[config.mk]
export PLATFORM = sky130hd
export DESIGN_NAME = huffman_tree_walk_decoder
export DESIGN_NICKNAME = d
export VERILOG_FILES = /design/src/hw/rtl/htw_pkg.sv /design/src/hw/rtl/htw_ram.sv /design/src/hw/rtl/htw_outreg.sv /design/src/hw/rtl/huffman_tree_walk_decoder.sv
export SDC_FILE = /design/constraint.sdc
export NUM_CORES = 2
export LEC_CHECK = 0
export BUFFER_PORTS_ARGS = -buffer_cell sky130_fd_sc_hd__buf_2
export CAP_MARGIN = 40
export CORE_UTILIZATION = 30
export DETAILED_ROUTE_END_ITERATION = 16
export SLEW_MARGIN = 10
export SYNTH_ARGS = -nofsm -noshare
export SYNTH_HDL_FRONTEND = slang
export SYNTH_MEMORY_MAX_BITS = 65536
export SYNTH_SLANG_ARGS = --single-unit
[constraint.sdc]
create_clock -name clk -period 5.93 [get_ports clk]
set_clock_uncertainty 0.2 [all_clocks]
set_input_delay 0.2965 -clock clk [delete_from_list [all_inputs] [get_ports clk]]
set_output_delay 0.2965 -clock clk [all_outputs]
set_load 0.02 [all_outputs]
[src/hw/rtl/htw_pkg.sv]
// Package for the Huffman tree-walk decoder.
// Holds the request codes, symbol constants, stream widths and the result word type.
// No dependencies.
package htw_pkg;

	localparam int SDATA_W = 40;
	localparam int SUSER_W = 2;
	localparam int MDATA_W = 8;

	localparam logic [1:0] REQ_LOAD   = 2'd0;
	localparam logic [1:0] REQ_DATA   = 2'd1;
	localparam logic [1:0] REQ_RESYNC = 2'd2;

	localparam logic [7:0] SYM_CR = 8'd13;
	localparam logic [7:0] SYM_LF = 8'd10;

	typedef struct packed {
		logic [7:0] symbol;
		logic       end_of_line;
		logic       last;
	} result_t;

endpackage

[src/hw/rtl/htw_ram.sv]
// Generic single-port-write, single-port-read RAM with registered read data.
// Used for the decoding node table. No dependencies.
module htw_ram #(
	parameter int WIDTH = 18,
	parameter int DEPTH = 256
) (
	input  logic                     clk,
	input  logic                     we,
	input  logic [$clog2(DEPTH)-1:0] waddr,
	input  logic [WIDTH-1:0]         wdata,
	input  logic [$clog2(DEPTH)-1:0] raddr,
	output logic [WIDTH-1:0]         rdata
);

	logic [WIDTH-1:0] mem [DEPTH];

	always_ff @(posedge clk) begin
		if (we) begin
			mem[waddr] <= wdata;
		end
		rdata <= mem[raddr];
	end

endmodule

[src/hw/rtl/htw_outreg.sv]
// Output register of the Huffman tree-walk decoder.
// Holds one result word until the master side takes it. Depends on htw_pkg.
module htw_outreg (
	input  logic            clk,
	input  logic            arst_n,
	input  logic            push,
	input  htw_pkg::result_t push_data,
	output logic            free,
	output logic            m_tvalid,
	input  logic            m_tready,
	output logic [htw_pkg::MDATA_W-1:0] m_tdata, // symbol[7:0]
	output logic            m_tuser,  // end_of_line
	output logic            m_tlast
);

	logic             valid_q;
	htw_pkg::result_t data_q;

	// A new word may enter when the register is empty or is being drained.
	assign free = !valid_q || m_tready;

	always_ff @(posedge clk or negedge arst_n) begin
		if (!arst_n) begin
			valid_q <= 1'b0;
		end else if (push) begin
			valid_q <= 1'b1;
		end else if (m_tready) begin
			valid_q <= 1'b0;
		end
	end

	always_ff @(posedge clk) begin
		if (push) begin
			data_q <= push_data;
		end
	end

	assign m_tvalid = valid_q;
	assign m_tdata  = data_q.symbol;
	assign m_tuser  = data_q.end_of_line;
	assign m_tlast  = data_q.last;

endmodule

[src/hw/rtl/huffman_tree_walk_decoder.sv]
// Huffman tree-walk decoder: the node table lives in one synchronous RAM, one word per node
// holding the left (one bit) and right (zero bit) child. A load word writes a node; a resync
// word sets the skip count and returns the walk to the root. A data byte walks the table one
// bit per cycle while the output register does not stall it, since each bit's RAM read
// depends on the child returned by the previous one; after its bits it passes through a
// closing state, which also waits while the output register is stalled. Input words are
// taken only when the previous byte is fully handled. Depends on htw_pkg, htw_ram and
// htw_outreg.
module huffman_tree_walk_decoder #(
	parameter int TREE_NODES = 256
) (
	input  logic clk,
	input  logic arst_n,
	// Configuration: root node value, written whenever cfg_we is high.
	input  logic       cfg_we,
	input  logic [8:0] cfg_wdata,
	// Input stream.
	input  logic                           s_tvalid,
	output logic                           s_tready,
	// node_index[7:0], left_child[16:8], right_child[25:17], data_byte[33:26],
	// skip_bits[36:34], zero fill[39:37]
	input  logic [htw_pkg::SDATA_W-1:0]    s_tdata,
	input  logic [htw_pkg::SUSER_W-1:0]    s_tuser, // req_type[1:0]
	// Output stream.
	output logic                           m_tvalid,
	input  logic                           m_tready,
	output logic [htw_pkg::MDATA_W-1:0]    m_tdata, // symbol[7:0]
	output logic                           m_tuser, // end_of_line
	output logic                           m_tlast  // last
);

	localparam int         AW         = $clog2(TREE_NODES);
	localparam logic [8:0] NODE_LIMIT = 9'(TREE_NODES);

	localparam logic [1:0] ST_IDLE  = 2'd0;
	localparam logic [1:0] ST_WALK  = 2'd1;
	localparam logic [1:0] ST_FLUSH = 2'd2;

	// Input fields.
	logic [7:0] in_node_index;
	logic [8:0] in_left;
	logic [8:0] in_right;
	logic [7:0] in_byte;
	logic [2:0] in_skip;

	assign in_node_index = s_tdata[7:0];
	assign in_left       = s_tdata[16:8];
	assign in_right      = s_tdata[25:17];
	assign in_byte       = s_tdata[33:26];
	assign in_skip       = s_tdata[36:34];

	// Control state. Node values always have bit 8 set, so only the low byte is kept.
	logic [1:0] state_q;
	logic [7:0] root_q;
	logic [7:0] walk_q;
	logic [2:0] skip_q;
	logic [2:0] bit_q;
	logic [7:0] byte_q;
	logic       beyond_q;
	logic       held_v_q;
	logic [7:0] held_q;

	logic        accept;
	logic        ram_we;
	logic [7:0]  rd_idx;
	logic [17:0] rdata;
	logic        bit_val;
	logic [8:0]  child;
	logic        is_sym;
	logic        keep;
	logic        out_free;
	logic        advance;
	logic [7:0]  next_idx;
	logic        push;
	htw_pkg::result_t push_data;

	assign s_tready = (state_q == ST_IDLE);
	assign accept   = s_tvalid && s_tready;

	// Loads beyond the table are dropped.
	assign ram_we = accept && (s_tuser == htw_pkg::REQ_LOAD)
		&& ({1'b0, in_node_index} < NODE_LIMIT);

	// One tree step: the RAM word read last cycle belongs to walk_q.
	always_comb begin
		bit_val  = byte_q[3'd7 - bit_q];
		child    = beyond_q ? 9'd0 : (bit_val ? rdata[17:9] : rdata[8:0]);
		is_sym   = !child[8];
		keep     = is_sym && (child[7:0] != htw_pkg::SYM_CR);
		// A step that finds a second symbol must hand the held one to the output first.
		advance  = (state_q == ST_WALK) && (!(keep && held_v_q) || out_free);
		next_idx = is_sym ? root_q : child[7:0];
		rd_idx   = advance ? next_idx : walk_q;
	end

	htw_ram #(
		.WIDTH(18),
		.DEPTH(TREE_NODES)
	) u_table (
		.clk  (clk),
		.we   (ram_we),
		.waddr(in_node_index[AW-1:0]),
		.wdata({in_left, in_right}),
		.raddr(rd_idx[AW-1:0]),
		.rdata(rdata)
	);

	// The held symbol goes out with last cleared when a newer one replaces it, and with
	// last set in the closing cycle of the byte.
	always_comb begin
		push = 1'b0;
		push_data.symbol      = held_q;
		push_data.end_of_line = (held_q == htw_pkg::SYM_LF);
		push_data.last        = (state_q == ST_FLUSH);
		if (advance && keep && held_v_q) begin
			push = 1'b1;
		end
		if ((state_q == ST_FLUSH) && held_v_q && out_free) begin
			push = 1'b1;
		end
	end

	htw_outreg u_out (
		.clk      (clk),
		.arst_n   (arst_n),
		.push     (push),
		.push_data(push_data),
		.free     (out_free),
		.m_tvalid (m_tvalid),
		.m_tready (m_tready),
		.m_tdata  (m_tdata),
		.m_tuser  (m_tuser),
		.m_tlast  (m_tlast)
	);

	always_ff @(posedge clk or negedge arst_n) begin
		if (!arst_n) begin
			state_q  <= ST_IDLE;
			root_q   <= 8'd0;
			walk_q   <= 8'd0;
			skip_q   <= 3'd0;
			bit_q    <= 3'd0;
			held_v_q <= 1'b0;
			beyond_q <= 1'b0;
		end else begin
			// Tracks whether the address just read lies outside the table.
			beyond_q <= ({1'b0, rd_idx} >= NODE_LIMIT);
			if (cfg_we) begin
				root_q <= cfg_wdata[7:0];
				walk_q <= cfg_wdata[7:0];
			end
			unique case (state_q)
				ST_IDLE: begin
					if (accept && (s_tuser == htw_pkg::REQ_RESYNC)) begin
						skip_q <= in_skip;
						walk_q <= root_q;
					end else if (accept && (s_tuser == htw_pkg::REQ_DATA)) begin
						bit_q   <= skip_q;
						skip_q  <= 3'd0;
						state_q <= ST_WALK;
					end
				end
				ST_WALK: begin
					if (advance) begin
						walk_q <= next_idx;
						bit_q  <= bit_q + 3'd1;
						if (keep) begin
							held_v_q <= 1'b1;
						end
						if (bit_q == 3'd7) begin
							state_q <= ST_FLUSH;
						end
					end
				end
				ST_FLUSH: begin
					if (!held_v_q || out_free) begin
						held_v_q <= 1'b0;
						state_q  <= ST_IDLE;
					end
				end
				default: begin
					state_q <= ST_IDLE;
				end
			endcase
		end
	end

	// Payload registers.
	always_ff @(posedge clk) begin
		if (accept) begin
			byte_q <= in_byte;
		end
		if (advance && keep) begin
			held_q <= child[7:0];
		end
	end

endmodule
* Yosys cells after proc, flatten, opt, wreduce, memory -nomap -nowiden *
Memories as Yosys holds them, arrays and structs flattened. A register that Yosys moved wholly into a read port is not among the register bits.
Index checks and enable logic that the tools add are counted.

cells by class
  $add $sub $neg = 2
  multipliers = 0
  divide/modulo/power cells = 0
  $lt $le $gt $ge = 1
  equality and inequality tests = 13
  shift operators = 0
  multiplexer cells = 31
  bitwise logic cells = 0
  reductions and logical operators = 28

operators with widths
  operator                                               count
  two-way mux 8 bit                                      5
  case mux 8 bit (2 select lines)                        1
  two-way mux 3 bit                                      5
  logical AND 1 bit                                      11
  two-way mux 1 bit                                      10
  two-way mux 2 bit                                      5
  two-way mux 9 bit                                      1
  equality test 8 x 4 -> 1 bit, second input constant    1
  inequality test 2 bit, second input constant           4
  inequality test 8 x 4 -> 1 bit, second input constant  1
  AND reduction 4 bit                                    2
  nonzero test 2 bit                                     4
  case mux 2 bit (3 select lines)                        1
  case mux 3 bit (2 select lines)                        1
  AND reduction 5 bit                                    1
  equality test 2 x 1 -> 1 bit, second input constant    2
  equality test 2 bit, second input constant             2
  logical NOT 1 bit                                      4
  logical NOT 2 bit                                      2
  < comparator 3 x 4 -> 1 bit, second input constant     1
  inequality test 2 x 1 -> 1 bit, second input constant  2
  adder 3 x 1 -> 3 bit, second input constant            1
  binary-select mux 1 bit (select 3 bit)                 1
  equality test 3 bit, second input constant             1
  4 further kinds                                        6

word-level totals
  register bits after elaboration = 52
  bits in latches = 0
  bits in writable memories = 4608
  memory bits (read-only) = 0
  bits of input ports = 56
  memories = 1

memory list
  name         words  width  rd ports  clocked after Yosys merged registers in  wr ports  line           source
  u_table.mem  256    18     1         1                                        1         htw_ram.sv:15  logic [WIDTH-1:0] mem [DEPTH];

* Depth between registers and ports, before layout *
  word-level depth = 15
  mapped depth = 17
  depth with buffers taken out = 12

* Cells and area by module *
Synthesis repeated with hierarchy kept, for this count alone.

unflattened totals
  cells, all modules = 8542
  area, all modules = 181006.1 um^2

modules (own cells, without submodules)
  module                     instances  cells each  area an instance (um^2)  seq. area each (um^2)
  htw_ram                    1          8281        178222.2                 138733.1
  huffman_tree_walk_decoder  1          248         2436.1                   1106.1
  htw_outreg                 1          13          347.8                    325.3

* Worst setup path after synthesis *
OpenSTA, ideal clock, no wires.

  path kind = flip-flop to flip-flop
  start point = register bit_q[0]
  end point = register u_table.rdata[6] (read register of u_table.mem)
  library setup time = 0.120 ns
  arrival time = 3.901 ns
  required time = 5.610 ns
  slack = 1.710 ns
  stages on the path, launching flop included = 17
  cell sequence = dfrtp_1 -> mux4_2 -> mux2_4 -> mux2_4 -> o221a_1 -> mux2i_1 -> buf_4 -> buf_6 -> buf_4 -> buf_2 -> mux2i_1 -> o221ai_1 -> a21oi_1 -> o22ai_1 -> o31ai_1 -> o221ai_1 -> a211o_1

on the way
  cells in the longest elaborated chain, start to end = 11
  elaborated cells between the ends (all ways) = 13
  those cells by class = 1 x add/sub; 1 x eq/ne; 5 x mux; 6 x reduce/logical

ends and longest elaborated chain
  item                                                                        line                                                              source
  start: declaration                                                          huffman_tree_walk_decoder.sv:57                                   logic [2:0] bit_q;
  start signal: assignment                                                    huffman_tree_walk_decoder.sv:158                                  bit_q <= skip_q;
  start signal: assignment                                                    huffman_tree_walk_decoder.sv:166                                  bit_q <= bit_q + 3'd1;
  subtractor 3 bit (*)                                                        huffman_tree_walk_decoder.sv:86                                   bit_val = byte_q[3'd7 - bit_q];
  binary-select mux 1 bit (select 3 bit) (*)                                  huffman_tree_walk_decoder.sv:86
  two-way mux 1 bit (not written as such) (*)                                 huffman_tree_walk_decoder.sv:86
  two-way mux 9 bit (*)                                                       huffman_tree_walk_decoder.sv:87                                   child = beyond_q ? 9'd0 : (bit_val ? rdata[17:9] : rdata[8:0]);
  inequality test 8 x 4 -> 1 bit / logical NOT 1 bit (equally long branches)  huffman_tree_walk_decoder.sv:89, huffman_tree_walk_decoder.sv:88
  logical AND 1 bit                                                           huffman_tree_walk_decoder.sv:89                                   keep = is_sym && (child[7:0] != htw_pkg::SYM_CR);
  logical AND 1 bit                                                           huffman_tree_walk_decoder.sv:91                                   advance = (state_q == ST_WALK) && (!(keep && held_v_q) || out_free);
  logical NOT 1 bit                                                           huffman_tree_walk_decoder.sv:91
  logical OR 1 bit                                                            huffman_tree_walk_decoder.sv:91
  logical AND 1 bit                                                           huffman_tree_walk_decoder.sv:91
  two-way mux 8 bit (*)                                                       huffman_tree_walk_decoder.sv:93                                   rd_idx = advance ? next_idx : walk_q;
  end: declaration                                                            htw_ram.sv:12                                                     output logic [WIDTH-1:0] rdata

Mark *: on every way between the ends. The rest lies on a longest branch, timed or not. The select of a mux whose other input is x is not followed.
A chain may end at the register's enable or synchronous reset.

* Worst setup path after layout *
  start point = register bit_q[0]
  end point = register u_table.rdata[10] (read register of u_table.mem)

The elaborated chain is that of the path after synthesis.

==> results.txt <==
----------------------------------------------------
[Outcome]
  Outcome ... finished with violations
  Failing checks ... setup timing

[Final layout]
  Fraction of final layout cells sized beyond drive strength 1 ... 19.26%
  Most frequent cells in the layout ... 4634 x sky130_fd_sc_hd__edfxtp_1, 1082 x sky130_fd_sc_hd__mux2i_1, 984 x sky130_fd_sc_hd__nand2_1
  Sequential cell area ... 0.1402 sq mm
  Leading cell type in the layout, fill and taps excluded ... sky130_fd_sc_hd__edfxtp_1
  Core occupancy in the finished layout ... 35.44%
  Area growth syn-to-layout ... 17.35%
  Final #Nets ... 11310
  Area used by multi-input combinational logic ... 0.03978 sq mm
  Fill cells ... 56260

[Floorplan]
  Number of I/O pins ... 68
  Overall die width ... between 700 and 800 um
  Number of placement rows ... roughly 290
  Core Region ... 0.6037 sq mm
  Initial core utilization ... 30.20%
  Floorplan die area ... 0.6109 sq mm
  Height of the chip ... roughly 780 um

[Route]
  1st-pass router iterations ... 8
  Number of remaining DRC errors ... 0
  Vias post-DR ... ~100k
  DRT Wirelength ... 567900 um
  Average via count per standard cell ... 5.319
  Wire length per cell after detailed routing ... 28.81 um
  Number of nets with antenna violations after detailed routing ... 0
  First DRT Iteration DRCs ... 15600

[Synth]
  Primary flip-flop cell chosen by synthesis mapping ... sky130_fd_sc_hd__edfxtp_1
  Number of flops mapped to enable cells by yosys ... 4634
  Post-synthesis register bit count ... 4678
  Total of warnings raised by yosys ... 0
  Cell Area, Synth ... 0.1823 sq mm
  Mean Syn Cell Area ... ~17 sq um
  Syn_nets ... 10500
  Proportion of synthesized chip area in sequential cells ... 76.88%
  Mapped Cells ... 10440
  Fraction of registers with async set or reset after synthesis ... 0.5558%
  Yosys cell types ... 67

[Global route]
  Overall global routing resource usage ... about 18%
  Antenna violations before repair ... 50
  Global route total overflow ... 0
  Vias in the first global route ... 98870
  Maximum number of pins on one net before global-route repair ... 161
  Global-route wire length before repair ... 784500 um

[Critical path]
  Worst Setup Start Kind ... flip-flop
  Worst flop-to-flop path endpoint ... u_table.rdata[10]
  Reg-to-Reg Start ... bit_q[0]
  Setup slack, reg-to-reg ... -0.001 ns
  Required time at the worst-slack endpoint ... 6.67 ns
  Critical path capture point type ... flip-flop
  CP max FO ... 31
  Depth of the most critical reg-to-reg path ... 15
  Arrival time at the worst endpoint ... approximately 6.7 ns
  Kind of critical path ... reg -> reg

[Job]
  Number of max-capacitance violations reported ... 0

[CTS]
  Clock sink total ... 4678
  Root Driver ... sky130_fd_sc_hd__clkbuf_16
  Clock tree from TritonCTS ... yes
  Total clock buffers created by CTS ... 465
  Deepest level of the CTS H-tree ... 5
  Worst skew pair latency ... between 1 and 1.5 ns
  Clock-pin slew on the worst setup and hold paths ... 0.06 ns
  Number of buffers between clock root and the deepest sink ... 4

[Power]
  Leakage power of the design ... 70.06 nW
  Power per cell area ... 600.3 mW/mm^2
  Largest voltage drop on the vdd net ... 0.6637 mV
  Total power ... 0.1284 W

[STA]
  Unrepaired setup endpoints after global routing ... no
  Worst max-slew margin expressed relative to the limit ... 3.472%
  Setup TNS ... -0.001192 ns
  Post-route minimum period ... between 5 and 6 ns
  Final setup violation count ... 1
  Final clock period utilization by the worst path ... 100.0%
  Final number of max-transition violations ... 0
  Timing-limited maximum frequency ... 168.6 MHz
  Slew at the pin closest to its max-slew limit ... about 1.4 ns
  Final Hold Violating Endpoints ... 0
  Setup slack after layout ... -0.001192 ns

[Place]
  Worst slack after detailed placement ... -0.3705 ns
  Weighted congestion reported at the end of routability-driven placement ... roughly 0.87
  DP HPWL ... 357600 um
  Port-buffer cells ... 63

[Min path]
  Worst hold path startpoint ... cfg_wdata[4]
  Number of stages on the worst hold path ... 4
  Hold WC Path Type ... in -> reg
  WHS Endpoint ... walk_q[4]

----------------------------------------------------
==> metrics by stage <==
step,instances,hold WS [ns],cell area [sq um]
finish,19710,0.07971,214000
global route,19690,0.09972,213900
CTS,19690,0.01896,213800
detailed placement,18720,0.1454,198300
global placement,18700,0.1430,197900
floorplan,10440,-0.1991,182300
==> critical path: stages, from the launching register on <==
cell and delay [ns]:
sky130_fd_sc_hd__dfrtp_1 0.49, sky130_fd_sc_hd__mux4_2 0.56, sky130_fd_sc_hd__mux2_4 0.40, sky130_fd_sc_hd__mux2_4 0.39
sky130_fd_sc_hd__o221a_1 0.32, sky130_fd_sc_hd__mux2i_4 0.26, sky130_fd_sc_hd__buf_12 0.23, sky130_fd_sc_hd__buf_12 0.25
sky130_fd_sc_hd__buf_12 0.30, sky130_fd_sc_hd__buf_4 0.31, sky130_fd_sc_hd__mux2i_1 0.12, sky130_fd_sc_hd__o221ai_1 0.43
sky130_fd_sc_hd__a21oi_1 0.14, sky130_fd_sc_hd__nor3_1 0.81, sky130_fd_sc_hd__a32o_1 0.38, sky130_fd_sc_hd__a211o_1 0.14
==> routing by layer <==
metal | wire length [um] | global-route usage (%) | part of all wire (%) | vias up
met2 | 256600 | 27.50 | 45 | 5620
met5 | 407 | 0 | 0.072 | -
met1 | 230100 | 24.81 | 41 | 54760
met3 | 59330 | 3.853 | 10 | 846
met4 | 21460 | 6.214 | 3.8 | 16
li1 | - | - | - | 43610
==> registers in the layout, summed over array words and instances (netlist names) <==
| register | cells |
|---|---|
| u_table.mem | 4608 |
| u_table.rdata | 18 |
| byte_q | 8 |
| held_q | 8 |
| root_q | 8 |
| u_out.m_tdata | 8 |
| walk_q | 8 |
| bit_q | 3 |
| skip_q | 3 |
| state_q | 2 |
| held_v_q | 1 |
| u_out.m_tlast | 1 |
| u_out.m_tuser | 1 |
| u_out.m_tvalid | 1 |
==> layout make-up <==
class                   instances  share of cell area, %
repair buffers               1014                  4.423
flip-flops and latches       4678                  65.51
well taps                    8036                  4.699
multi-input cells            5089                  18.59
diodes                         22                0.02573
clock buffers                 569                  5.694
inverters                       5               0.008772
clock inverters               299                  1.044
==> where the power goes <==
| group | switching, W | leakage (nW) | internal, W | total [W] |
|---|---|---|---|---|
| registers | 0.000392 | 42.1 | 0.0366 | 0.0370 |
| logic | 0.0415 | 20.9 | 0.0217 | 0.0632 |
| clock network | 0.0126 | 7.05 | 0.0156 | 0.0282 |
==> synthesized netlist by cell type, drive strengths merged, types with 5 or more instances <==
library cell  count  area, sq um
dfxtp            18        360.4
o31ai            30        225.2
a22oi             5        37.54
a31oi            63        394.1
nand3b            6        45.04
clkbuf          261        979.7
a211oi            8        60.06
o22ai           310         1939
or3               5        31.28
mux2i          1085        10870
a21oi           389         1947
o21ai           281         1406
nor4             23        143.9
nand4           114        713.2
o32ai            15        131.4
a311oi            7        61.31
o221a             7        78.82
mux2             12        146.4
nand3           527         2638
nor2b             8        50.05
o2111ai           7        61.31
buf             406         2420
dfrtp            26        650.6
nand2           993         3727
o31a              5        43.79
mux4            396         8919
inv               5        18.77
or4               7        52.55
and3             18        112.6
o221ai          327         2870
nor3             65        325.3
nor2            319         1200
edfxtp         4634       139200
o211ai            5        37.54
==> kinds of logic after synthesis <==
group / count (synthesis) / synth area share (%)
flops: 4678 / 76.88
simple gates: 2096 / 5.007
compound gates: 1498 / 5.294
mux: 1493 / 10.93
buf+inv: 672 / 1.875
fa+ha+maj: 2 / 0.01372
==> worst max-delay path by stage <==
stage               startpoint           endpoint  cells past startpoint  slack, ns
floorplan             bit_q[0]   u_table.rdata[6]                     16       1.71
global placement      bit_q[0]   u_table.rdata[6]                     16      -0.36
detailed placement    bit_q[0]  u_table.rdata[16]                     16      -0.37
CTS                   bit_q[0]   u_table.rdata[9]                     17      0.001
global route          bit_q[0]  u_table.rdata[16]                     15      0.003
finish                bit_q[0]  u_table.rdata[10]                     15     -0.001
==> repair_timing <==
| action | 4_1_cts | 5_1_grt |
|---|---|---|
| hold buffers | 95 | 0 |
| endpoints found under the setup margin | 3 | 9 |
| pin swaps | 0 | 2 |
| gates resized for setup | 3 | 12 |
| buffers inserted | 3 | 0 |
| endpoints found under the hold margin | 1917 | 0 |
No activity file was read; power rests on OpenSTA's default activity.
